## src/packet_reorder_window_defines.svh

```systemverilog
// assertion macros for the packet reorder window
// used by the top level; expects clk and rst_n in scope where expanded
`ifndef PACKET_REORDER_WINDOW_DEFINES_SVH
`define PACKET_REORDER_WINDOW_DEFINES_SVH

`ifndef SYNTHESIS
// same-cycle implication, disabled during reset
`define PRW_ASSERT_IMPL(label, ante, cons, msg) \
    label: assert property (@(posedge clk) disable iff (!rst_n) (ante) |-> (cons)) \
        else $error(msg);
// next-cycle implication, disabled during reset
`define PRW_ASSERT_NEXT(label, ante, cons, msg) \
    label: assert property (@(posedge clk) disable iff (!rst_n) (ante) |=> (cons)) \
        else $error(msg);
`else
`define PRW_ASSERT_IMPL(label, ante, cons, msg)
`define PRW_ASSERT_NEXT(label, ante, cons, msg)
`endif

`endif

```

## src/prw_pkg.sv

```systemverilog
// shared types and constants for the packet reorder window
// no dependencies
package prw_pkg;

    // fixed field widths
    localparam int SEQ_BITS     = 32;
    localparam int STATUS_BITS  = 3;
    localparam int TIMEOUT_BITS = 16;
    localparam int IDLE_BITS    = 16;
    localparam int PADDR_BITS   = 3;
    localparam int PDATA_BITS   = 32;

    localparam logic [TIMEOUT_BITS-1:0] TIMEOUT_RESET = 16'd100;

    // register index decoded from paddr[2]
    localparam logic REG_TIMEOUT = 1'b0;

    // result status codes
    localparam logic [STATUS_BITS-1:0] ST_IN_ORDER = 3'd0;
    localparam logic [STATUS_BITS-1:0] ST_FLUSHED  = 3'd1;
    localparam logic [STATUS_BITS-1:0] ST_STALE    = 3'd2;
    localparam logic [STATUS_BITS-1:0] ST_BEYOND   = 3'd3;
    localparam logic [STATUS_BITS-1:0] ST_BUFFERED = 3'd4;

    // controller to datapath commands
    typedef struct packed {
        logic cap;     // capture the input transaction
        logic arrive;  // resolve a packet arrival and load its result
        logic tick;    // apply a time tick
        logic rd;      // read the payload memory at the scan slot
        logic skip;    // step the scan past an empty slot
        logic emit;    // load a drained or flushed entry into the output
        logic flush;   // scan is a timeout flush
    } dp_cmd_t;

    // datapath to controller status
    typedef struct packed {
        logic is_tick;    // captured transaction is a tick
        logic arr_drain;  // arrival releases and has buffered successors
        logic flush_go;   // tick reaches the timeout with packets held
        logic cur_valid;  // scan slot holds a packet
        logic emit_last;  // scanned entry is the final result
        logic out_free;   // output register can take a result
    } dp_sts_t;

endpackage

```

## src/prw_regs.sv

```systemverilog
// configuration register bank behind the apb port
// depends on prw_pkg
module prw_regs
    import prw_pkg::*;
(
    input  logic                    clk,
    input  logic                    rst_n,
    input  logic                    psel,
    input  logic                    penable,
    input  logic                    pwrite,
    input  logic [PADDR_BITS-1:0]   paddr,
    input  logic [PDATA_BITS-1:0]   pwdata,
    output logic [PDATA_BITS-1:0]   prdata,
    output logic                    pready,
    output logic [TIMEOUT_BITS-1:0] timeout
);

    logic [TIMEOUT_BITS-1:0] timeout_reg;
    logic [TIMEOUT_BITS-1:0] timeout_next;
    logic                    wr_en;

    assign pready = 1'b1;
    assign wr_en  = psel && penable && pwrite && (paddr[2] == REG_TIMEOUT);

    // register write
    always_comb
    begin
        timeout_next = timeout_reg;
        if (wr_en)
        begin
            timeout_next = pwdata[TIMEOUT_BITS-1:0];
        end
    end

    always_ff @(posedge clk or negedge rst_n)
    begin
        if (!rst_n)
        begin
            timeout_reg <= TIMEOUT_RESET;
        end
        else
        begin
            timeout_reg <= timeout_next;
        end
    end

    // readback
    always_comb
    begin
        prdata = '0;
        if (paddr[2] == REG_TIMEOUT)
        begin
            prdata = {{(PDATA_BITS-TIMEOUT_BITS){1'b0}}, timeout_reg};
        end
    end

    assign timeout = timeout_reg;

endmodule

```

## src/prw_ctrl.sv

```systemverilog
// controller state machine: capture, decide, scan read and scan emit
// depends on prw_pkg
module prw_ctrl
    import prw_pkg::*;
(
    input  logic    clk,
    input  logic    rst_n,
    input  logic    in_valid,
    output logic    in_stall,
    input  dp_sts_t sts,
    output dp_cmd_t cmd
);

    localparam logic [1:0] S_IDLE   = 2'd0;
    localparam logic [1:0] S_DECIDE = 2'd1;
    localparam logic [1:0] S_READ   = 2'd2;
    localparam logic [1:0] S_EMIT   = 2'd3;

    logic [1:0] state_reg;
    logic [1:0] state_next;
    logic       flush_reg;
    logic       flush_next;

    assign in_stall = (state_reg != S_IDLE);

    // next state and commands
    always_comb
    begin
        state_next = state_reg;
        flush_next = flush_reg;
        cmd        = '0;
        cmd.flush  = flush_reg;
        case (state_reg)
            S_IDLE:
            begin
                if (in_valid)
                begin
                    cmd.cap    = 1'b1;
                    state_next = S_DECIDE;
                end
            end
            S_DECIDE:
            begin
                if (sts.is_tick)
                begin
                    cmd.tick = 1'b1;
                    if (sts.flush_go)
                    begin
                        flush_next = 1'b1;
                        state_next = S_READ;
                    end
                    else
                    begin
                        state_next = S_IDLE;
                    end
                end
                else if (sts.out_free)
                begin
                    cmd.arrive = 1'b1;
                    flush_next = 1'b0;
                    state_next = sts.arr_drain ? S_READ : S_IDLE;
                end
            end
            S_READ:
            begin
                if (sts.cur_valid)
                begin
                    cmd.rd     = 1'b1;
                    state_next = S_EMIT;
                end
                else if (flush_reg)
                begin
                    // gap in the flush range
                    cmd.skip = 1'b1;
                end
                else
                begin
                    state_next = S_IDLE;
                end
            end
            S_EMIT:
            begin
                if (sts.out_free)
                begin
                    cmd.emit   = 1'b1;
                    state_next = sts.emit_last ? S_IDLE : S_READ;
                end
            end
            default:
            begin
                state_next = S_IDLE;
            end
        endcase
    end

    always_ff @(posedge clk or negedge rst_n)
    begin
        if (!rst_n)
        begin
            state_reg <= S_IDLE;
            flush_reg <= 1'b0;
        end
        else
        begin
            state_reg <= state_next;
            flush_reg <= flush_next;
        end
    end

endmodule

```

## src/prw_datapath.sv

```systemverilog
// datapath: window state, payload memory, scan pointer and output register
// depends on prw_pkg
module prw_datapath
    import prw_pkg::*;
#(
    parameter int WINDOW       = 32,
    parameter int PAYLOAD_BITS = 16
)
(
    input  logic                    clk,
    input  logic                    rst_n,
    input  dp_cmd_t                 cmd,
    output dp_sts_t                 sts,
    input  logic [TIMEOUT_BITS-1:0] timeout,
    input  logic                    mode,
    input  logic [SEQ_BITS-1:0]     seq_num,
    input  logic [PAYLOAD_BITS-1:0] payload_tag,
    output logic                    out_valid,
    input  logic                    out_stall,
    output logic [SEQ_BITS-1:0]     out_seq,
    output logic [PAYLOAD_BITS-1:0] out_payload,
    output logic [STATUS_BITS-1:0]  status,
    output logic                    last
);

    localparam int SLOT_W = $clog2(WINDOW);
    localparam int CNT_W  = $clog2(WINDOW + 1);

    // slot of num + 1, given the slot of num; the count wraps to zero
    function automatic logic [SLOT_W-1:0] slot_inc(input logic [SLOT_W-1:0] slot,
                                                   input logic [SEQ_BITS-1:0] num);
        logic [SLOT_W-1:0] r;
        if (num == '1)
        begin
            r = '0;
        end
        else if (slot == SLOT_W'(WINDOW - 1))
        begin
            r = '0;
        end
        else
        begin
            r = slot + 1'b1;
        end
        return r;
    endfunction

    // captured transaction
    logic                    mode_reg;
    logic [SEQ_BITS-1:0]     seq_reg;
    logic [PAYLOAD_BITS-1:0] pay_reg;

    // window state
    logic [SEQ_BITS-1:0]     exp_reg,      exp_next;
    logic [SLOT_W-1:0]       exp_slot_reg, exp_slot_next;
    logic [WINDOW-1:0]       valid_reg,    valid_next;
    logic [CNT_W-1:0]        held_reg,     held_next;
    logic [IDLE_BITS-1:0]    idle_reg,     idle_next;
    logic [SEQ_BITS-1:0]     ptr_reg,      ptr_next;
    logic [SLOT_W-1:0]       ptr_slot_reg, ptr_slot_next;

    // payload memory
    logic [PAYLOAD_BITS-1:0] pay_mem [WINDOW];
    logic [PAYLOAD_BITS-1:0] rd_data_reg;
    logic                    mem_we;

    // output register
    logic                    out_valid_reg, out_valid_next;
    logic [SEQ_BITS-1:0]     out_seq_reg,   out_seq_next;
    logic [PAYLOAD_BITS-1:0] out_pay_reg,   out_pay_next;
    logic [STATUS_BITS-1:0]  status_reg,    status_next;
    logic                    last_reg,      last_next;

    // arrival classification
    logic                    seq_zero;
    logic                    restart;
    logic                    rel;
    logic                    newer;
    logic                    in_win;
    logic [SEQ_BITS-1:0]     diff;
    logic [SEQ_BITS-1:0]     rel_exp;
    logic [SLOT_W-1:0]       rel_slot;
    logic                    rel_last;
    logic [SLOT_W:0]         buf_sum;
    logic [SLOT_W-1:0]       buf_slot;
    logic [STATUS_BITS-1:0]  arr_status;

    // tick and scan
    logic [IDLE_BITS-1:0]    idle_inc;
    logic                    flush_go;
    logic [SLOT_W-1:0]       ptr_next_slot;
    logic                    emit_last;
    logic                    out_free;

    assign seq_zero = (seq_reg == '0);
    assign restart  = seq_zero && (exp_reg != '0);
    assign rel      = (seq_reg == exp_reg) || seq_zero;
    assign newer    = (seq_reg > exp_reg);
    assign diff     = seq_reg - exp_reg;
    assign in_win   = (diff < SEQ_BITS'(WINDOW));

    // release moves the expected number one on; a restart releases number zero
    assign rel_exp  = seq_zero ? SEQ_BITS'(1) : exp_reg + 1'b1;
    assign rel_slot = seq_zero ? SLOT_W'(1) : slot_inc(exp_slot_reg, exp_reg);
    assign rel_last = restart || !valid_reg[rel_slot];

    // slot of a future packet, offset from the expected slot
    assign buf_sum  = {1'b0, exp_slot_reg} + {1'b0, diff[SLOT_W-1:0]};
    assign buf_slot = (buf_sum >= (SLOT_W+1)'(WINDOW)) ?
                      SLOT_W'(buf_sum - (SLOT_W+1)'(WINDOW)) : buf_sum[SLOT_W-1:0];

    always_comb
    begin
        if (rel)
        begin
            arr_status = ST_IN_ORDER;
        end
        else if (newer && in_win)
        begin
            arr_status = ST_BUFFERED;
        end
        else if (newer)
        begin
            arr_status = ST_BEYOND;
        end
        else
        begin
            arr_status = ST_STALE;
        end
    end

    // saturating idle count and flush decision
    assign idle_inc = (idle_reg == '1) ? idle_reg : idle_reg + 1'b1;
    assign flush_go = (idle_inc >= timeout) && (held_reg != '0);

    // scan bookkeeping
    assign ptr_next_slot = slot_inc(ptr_slot_reg, ptr_reg);
    assign emit_last     = cmd.flush ? (held_reg == CNT_W'(1)) : !valid_reg[ptr_next_slot];
    assign out_free      = !out_valid_reg || !out_stall;

    assign mem_we = cmd.arrive && !rel && newer && in_win;

    // status to the controller
    always_comb
    begin
        sts           = '0;
        sts.is_tick   = mode_reg;
        sts.arr_drain = rel && !rel_last;
        sts.flush_go  = flush_go;
        sts.cur_valid = valid_reg[ptr_slot_reg];
        sts.emit_last = emit_last;
        sts.out_free  = out_free;
    end

    // window state update
    always_comb
    begin
        exp_next      = exp_reg;
        exp_slot_next = exp_slot_reg;
        valid_next    = valid_reg;
        held_next     = held_reg;
        idle_next     = idle_reg;
        ptr_next      = ptr_reg;
        ptr_slot_next = ptr_slot_reg;
        if (cmd.arrive)
        begin
            if (rel)
            begin
                if (restart)
                begin
                    valid_next = '0;
                    held_next  = '0;
                end
                exp_next      = rel_exp;
                exp_slot_next = rel_slot;
                ptr_next      = rel_exp;
                ptr_slot_next = rel_slot;
                idle_next     = '0;
            end
            else if (newer && in_win)
            begin
                if (!valid_reg[buf_slot])
                begin
                    held_next = held_reg + 1'b1;
                end
                valid_next[buf_slot] = 1'b1;
                idle_next            = '0;
            end
        end
        if (cmd.tick)
        begin
            if (flush_go)
            begin
                idle_next     = '0;
                ptr_next      = exp_reg + 1'b1;
                ptr_slot_next = slot_inc(exp_slot_reg, exp_reg);
            end
            else
            begin
                idle_next = idle_inc;
            end
        end
        if (cmd.skip)
        begin
            ptr_next      = ptr_reg + 1'b1;
            ptr_slot_next = ptr_next_slot;
        end
        if (cmd.emit)
        begin
            valid_next[ptr_slot_reg] = 1'b0;
            held_next                = held_reg - 1'b1;
            exp_next                 = ptr_reg + 1'b1;
            exp_slot_next            = ptr_next_slot;
            ptr_next                 = ptr_reg + 1'b1;
            ptr_slot_next            = ptr_next_slot;
        end
    end

    // output register load and drain
    always_comb
    begin
        out_valid_next = out_valid_reg;
        out_seq_next   = out_seq_reg;
        out_pay_next   = out_pay_reg;
        status_next    = status_reg;
        last_next      = last_reg;
        if (out_valid_reg && !out_stall)
        begin
            out_valid_next = 1'b0;
        end
        if (cmd.arrive)
        begin
            out_valid_next = 1'b1;
            out_seq_next   = seq_reg;
            out_pay_next   = pay_reg;
            status_next    = arr_status;
            last_next      = rel ? rel_last : 1'b1;
        end
        else if (cmd.emit)
        begin
            out_valid_next = 1'b1;
            out_seq_next   = ptr_reg;
            out_pay_next   = rd_data_reg;
            status_next    = cmd.flush ? ST_FLUSHED : ST_IN_ORDER;
            last_next      = emit_last;
        end
    end

    // control registers
    always_ff @(posedge clk or negedge rst_n)
    begin
        if (!rst_n)
        begin
            exp_reg       <= '0;
            exp_slot_reg  <= '0;
            valid_reg     <= '0;
            held_reg      <= '0;
            idle_reg      <= '0;
            out_valid_reg <= 1'b0;
        end
        else
        begin
            exp_reg       <= exp_next;
            exp_slot_reg  <= exp_slot_next;
            valid_reg     <= valid_next;
            held_reg      <= held_next;
            idle_reg      <= idle_next;
            out_valid_reg <= out_valid_next;
        end
    end

    // payload registers
    always_ff @(posedge clk)
    begin
        if (cmd.cap)
        begin
            mode_reg <= mode;
            seq_reg  <= seq_num;
            pay_reg  <= payload_tag;
        end
        ptr_reg      <= ptr_next;
        ptr_slot_reg <= ptr_slot_next;
        out_seq_reg  <= out_seq_next;
        out_pay_reg  <= out_pay_next;
        status_reg   <= status_next;
        last_reg     <= last_next;
    end

    // payload memory, one write and one registered read port
    always_ff @(posedge clk)
    begin
        if (mem_we)
        begin
            pay_mem[buf_slot] <= pay_reg;
        end
        if (cmd.rd)
        begin
            rd_data_reg <= pay_mem[ptr_slot_reg];
        end
    end

    assign out_valid   = out_valid_reg;
    assign out_seq     = out_seq_reg;
    assign out_payload = out_pay_reg;
    assign status      = status_reg;
    assign last        = last_reg;

endmodule

```

## src/packet_reorder_window.sv

```systemverilog
// packet reorder window: puts numbered packet descriptors back in order
// top level; depends on prw_pkg, prw_regs, prw_ctrl, prw_datapath and the defines header
//
// input channel (in_valid/in_stall): mode 0 is a packet arrival with seq_num and
// payload_tag, mode 1 is one time tick. output channel (out_valid/out_stall)
// carries out_seq, out_payload, status and last; last marks the final result of
// an input transaction. timeout_ticks is written over the apb port at byte 0.
// one transaction is handled at a time: in_stall is high from the cycle after
// acceptance until its work is done. a transaction is captured, then decided;
// the decide step loads an arrival's result into the output register, waiting
// while that register holds a stalled result. each drained or flushed result
// takes a payload memory read, then an output load, and a flush steps the scan
// past each empty slot it passes. a tick without flush gives no result.
// the output register holds one result; while out_stall is high the block
// waits before loading the next one, and a new transaction may be taken while
// the last result still waits. reset empties the window, zeroes the expected
// number and idle count and sets timeout_ticks to 100; no clearing pass.
`include "packet_reorder_window_defines.svh"

module packet_reorder_window
    import prw_pkg::*;
#(
    parameter int WINDOW       = 32,
    parameter int PAYLOAD_BITS = 16
)
(
    input  logic                    clk,
    input  logic                    rst_n,
    // apb configuration port
    input  logic                    psel,
    input  logic                    penable,
    input  logic                    pwrite,
    input  logic [PADDR_BITS-1:0]   paddr,
    input  logic [PDATA_BITS-1:0]   pwdata,
    output logic [PDATA_BITS-1:0]   prdata,
    output logic                    pready,
    // input channel
    input  logic                    in_valid,
    output logic                    in_stall,
    input  logic                    mode,
    input  logic [SEQ_BITS-1:0]     seq_num,
    input  logic [PAYLOAD_BITS-1:0] payload_tag,
    // output channel
    output logic                    out_valid,
    input  logic                    out_stall,
    output logic [SEQ_BITS-1:0]     out_seq,
    output logic [PAYLOAD_BITS-1:0] out_payload,
    output logic [STATUS_BITS-1:0]  status,
    output logic                    last
);

    logic [TIMEOUT_BITS-1:0] timeout;
    dp_cmd_t                 dp_cmd;
    dp_sts_t                 dp_sts;

    // configuration registers
    prw_regs u_regs (
        .clk     (clk),
        .rst_n   (rst_n),
        .psel    (psel),
        .penable (penable),
        .pwrite  (pwrite),
        .paddr   (paddr),
        .pwdata  (pwdata),
        .prdata  (prdata),
        .pready  (pready),
        .timeout (timeout)
    );

    // controller
    prw_ctrl u_ctrl (
        .clk      (clk),
        .rst_n    (rst_n),
        .in_valid (in_valid),
        .in_stall (in_stall),
        .sts      (dp_sts),
        .cmd      (dp_cmd)
    );

    // datapath
    prw_datapath #(
        .WINDOW       (WINDOW),
        .PAYLOAD_BITS (PAYLOAD_BITS)
    ) u_datapath (
        .clk         (clk),
        .rst_n       (rst_n),
        .cmd         (dp_cmd),
        .sts         (dp_sts),
        .timeout     (timeout),
        .mode        (mode),
        .seq_num     (seq_num),
        .payload_tag (payload_tag),
        .out_valid   (out_valid),
        .out_stall   (out_stall),
        .out_seq     (out_seq),
        .out_payload (out_payload),
        .status      (status),
        .last        (last)
    );

    // assertions
    `PRW_ASSERT_IMPL(a_load_when_free, dp_cmd.arrive || dp_cmd.emit, dp_sts.out_free,
                     "result loaded over a stalled result")
    `PRW_ASSERT_IMPL(a_out_source, $rose(out_valid), $past(dp_cmd.arrive || dp_cmd.emit),
                     "output valid without a load")
    `PRW_ASSERT_NEXT(a_one_at_a_time, in_valid && !in_stall, in_stall,
                     "second transaction taken while busy")
    `PRW_ASSERT_NEXT(a_quiet_tick, dp_cmd.tick && !dp_sts.flush_go,
                     !in_stall && !$rose(out_valid), "tick without flush did not finish")

endmodule

```

## config.mk

```make
export PLATFORM = sky130hd
export DESIGN_NAME = packet_reorder_window
export DESIGN_NICKNAME = d
export VERILOG_FILES = /design/src/prw_pkg.sv /design/src/prw_regs.sv /design/src/prw_ctrl.sv /design/src/prw_datapath.sv /design/src/packet_reorder_window.sv
export VERILOG_INCLUDE_DIRS = /design/src /design/src/src
export SDC_FILE = /design/constraint.sdc
export NUM_CORES = 1
export LEC_CHECK = 0
export BUFFER_PORTS_ARGS = -buffer_cell sky130_fd_sc_hd__buf_2
export CELL_PAD_IN_SITES_DETAIL_PLACEMENT = 0
export CELL_PAD_IN_SITES_GLOBAL_PLACEMENT = 1
export CORE_MARGIN = 8
export CORE_UTILIZATION = 35
export DETAILED_ROUTE_END_ITERATION = 7
export GPL_TIMING_DRIVEN = 0
export HOLD_SLACK_MARGIN = 0.02
export PLACE_DENSITY_LB_ADDON = 0.08
export SLEW_MARGIN = 20
export SYNTH_ARGS = -nofsm -noshare
export SYNTH_HDL_FRONTEND = slang
export SYNTH_HIERARCHICAL = 1
export SYNTH_SLANG_ARGS = --single-unit
```

## constraint.sdc

```tcl
create_clock -name clk -period 8.83 [get_ports clk]
set_input_delay 0.883 -clock clk [delete_from_list [all_inputs] [get_ports clk]]
set_output_delay 0.883 -clock clk [all_outputs]
set_load 0.005 [all_outputs]
```

==> results.py <==
metrics = {
    "worst_setup_path": {
        "critPathKind": "register to register",
        "path_max_fanout": 10,
        "worst-r2r-setup-slack_ns": 2.45,
        "crit_buf_inv": 4,
        "worstPathRequired_ns": 9.40,
        "r2r_cells": 26,
        "rr_startpoint": "u_datapath/idle_reg[3]",
        "start_kind": "register",
        "worstReg2RegEnd": "u_datapath/ptr_reg[31]",
        "crit_slowest_cell": "clkbuf_1",
        "crit_family": "simple AND/OR/NAND/NOR gates",
        "cp.arrival_ns": 6.95,
        "cp_slowest_stage_delay_ns": 0.77,
        "crit_path_end_kind": "register",
    },
    "timing": {
        "setup_viol": 0,
        "worst_pin_slew_ns": 1.14,
        "final.period_utilization_pct": 72.2,
        "fin_crit_ns": 6.38,
        "hold_viol_final": 0,
        "fin_skew_ns": 0.0480,
        "rsz0062_at_grt": "false",
        "postLayoutSetupSlackWorst_ns": 2.45,
        "setup_tns_ns": 0,
        "drv_slew": 0,
        "relSlewSlack_pct": 24.3,
        "max_freq_mhz": 157,
    },
    "outcome": {
        "status": "completed",
    },
    "global_routing": {
        "grt_pass1_wl_mm": 183,
        "antenna_found_initial": 2,
        "grt_max_degree": 66,
        "grt_pass1_vias": 25000,
        "groute.usage.overall_pct": 21.5,
        "grt-ovfl-total": 0,
    },
    "routing": {
        "vias": 24900,
        "remaining_drc_errors": 0,
        "routed_via_density": 5.64,
        "dr.pass1.iters": 6,
        "wl_per_cell_um": 28.9,
        "drt_wl_total_mm": 128,
        "ant_nets": 0,
        "drt_iter0_drc": 2025,
    },
    "placement": {
        "place_ws_ns": 2.56,
        "io_buffers": 142,
        "place.gp.congestion": 0.866,
        "dpl.hpwl_mm": 92.7,
    },
    "cts": {
        "cts_hold_buf": 0,
        "h-tree-depth": 3,
        "clock_sinks": 777,
        "cts_buffers": 90,
        "cts_resized": 0,
        "clk_pin_slew_ns": 0.06,
        "cts_setup_buffers": 0,
        "cts_tree": "built",
        "cts-root-buf": "clkbuf_16",
        "clock_latency_ns": 0.68,
        "clk_path_buf_depth": 3,
    },
    "layout": {
        "largest-register": "u_datapath/pay_mem",
        "syn_to_final_growth_pct": 17.4,
        "final_util_pct": 41.4,
        "final_nets": 3121,
        "largest_register_ff_count": 512,
        "layout-drive-gt1-share_pct": 21.7,
    },
    "logic_synthesis": {
        "yosys.area.top_type": "edfxtp_1",
        "synth-edff-count": 629,
        "synthTopCellsByArea": "edfxtp_1, mux4_2, dfrtp_1",
        "synth_commonest_cells": "edfxtp_1, nand2_1, nor2_1",
        "seq_area_frac_synth_pct": 61.2,
        "ys_types": 92,
        "ys_warn_count": 6,
        "synth.avg_cell_area_um2": 13.7,
        "synth_most_common_cell": "edfxtp_1",
        "synth.top_cell.area_share_pct": 51.6,
        "netlist_area_um2": 36600,
        "synth_seq_cells": 777,
        "netlist_instances": 2665,
        "synth_async_sr_flop_share_pct": 14.3,
        "synthFlopType": "edfxtp_1",
    },
    "floorplanning": {
        "row_count": 118,
        "io_pins": 178,
        "start_util_pct": 35.3,
        "die-area_um2": 115000,
        "die_h_um": 339,
        "die_x_um": 339,
        "core_um2": 104000,
    },
    "power_and_ir_drop": {
        "p_per_area_nw_per_um2": 213,
        "vdd_drop_max_v": 0.000168,
        "power_mw": 9.16,
        "p_leak_nw": 15.2,
    },
    "run": {
        "cap_violations": 0,
    },
    "min_path": {
        "holdCritPathClass": "primary input to asynchronous set/reset pin",
    },
}
-- layout make-up --
| cell class | instances | area [µm²] |
|---|---|---|
| Timing Repair Buffer | 190 | 1470 |
| Clock inverter | 47 | 497 |
| Clock buffer | 118 | 2460 |
| Fill cell | 9736 | 60700 |
| Multi-Input combinational cell | 1644 | 13300 |
| Tap cell | 1380 | 1730 |
| Sequential cell | 777 | 22400 |
| Inverter | 80 | 303 |
| Antenna cell | 2 | 5.00 |
| Buffer | 179 | 811 |
-- where the power goes --
group          switching [mW]  internal [mW]
sequential              0.138           4.20
clock                    1.55           2.18
combinational           0.700          0.403
-- worst max-delay path by stage --
stage	end	start	slack (ns)	cells after the start
after floorplan	u_datapath/pay_mem[17][0]	u_datapath/exp_reg[7]	4.34	14
after global placement	u_datapath/pay_mem[30][6]	u_datapath/exp_reg[25]	1.92	15
after detailed placement	u_datapath/ptr_reg[31]	u_datapath/idle_reg[3]	2.56	26
after CTS	u_datapath/ptr_reg[31]	u_datapath/idle_reg[3]	2.48	26
after global routing	u_datapath/ptr_reg[31]	u_datapath/idle_reg[3]	1.93	26
final	u_datapath/ptr_reg[31]	u_datapath/idle_reg[3]	2.45	26
-- per-stage QoR --
stage | area (µm²) | hold slack, ns | std cells
4_1_cts | 42900 | 0.0830 | 4412
3_5_place_dp | 39900 | 0.504 | 4247
5_1_grt | 43000 | 0.105 | 4415
2_1_floorplan | 36700 | 0.481 | 2680
3_3_place_gp | 39100 | 0.505 | 4202
6_report | 43000 | 0.102 | 4417
-- cells by family (layout without fill, tap and decap cells) --
family	count (synthesis)	in the layout	synth area share, %
mux	232	232	11.7
simple gates	696	696	9.59
other cells	2	19	0.0205
flops	777	777	61.2
fa+ha+maj	68	68	2.37
compound gates	545	545	10.1
buf+inv	259	614	2.99
xor+xnor	86	86	2.06
-- worst reg2reg max path, delay by kind of cell, from the launching register on --
family / cells / cell delay [ns]
and+or+nand+nor: 16 / 2.77
buffers and inverters: 4 / 1.71
AOI/OAI and AO/OA: 5 / 1.06
DFF: 1 / 0.43
adders and majority gates: 1 / 0.30
-- cells in the final DEF (no fill, tap or decap), types with 62 or more instances in the layout --
master	n
nor2_1	138
edfxtp_1	629
clkbuf_1	133
buf_2	166
a22oi_1	110
xnor2_1	62
ha_1	66
mux4_2	146
a21oi_1	120
inv_1	78
nand2_1	181
dfrtp_1	108
o21ai_0	98
clkbuf_16	93
-- routing by layer --
metal	vias to the layer above	share of wire, %	GRT usage [%]
li1	11000	-	-
met1	12900	42	28.1
met2	865	49	36.5
met3	190	4.9	3.15
met4	0	3.8	7.34
met5	-	0	0
Power figures use the tool's default switching activity.
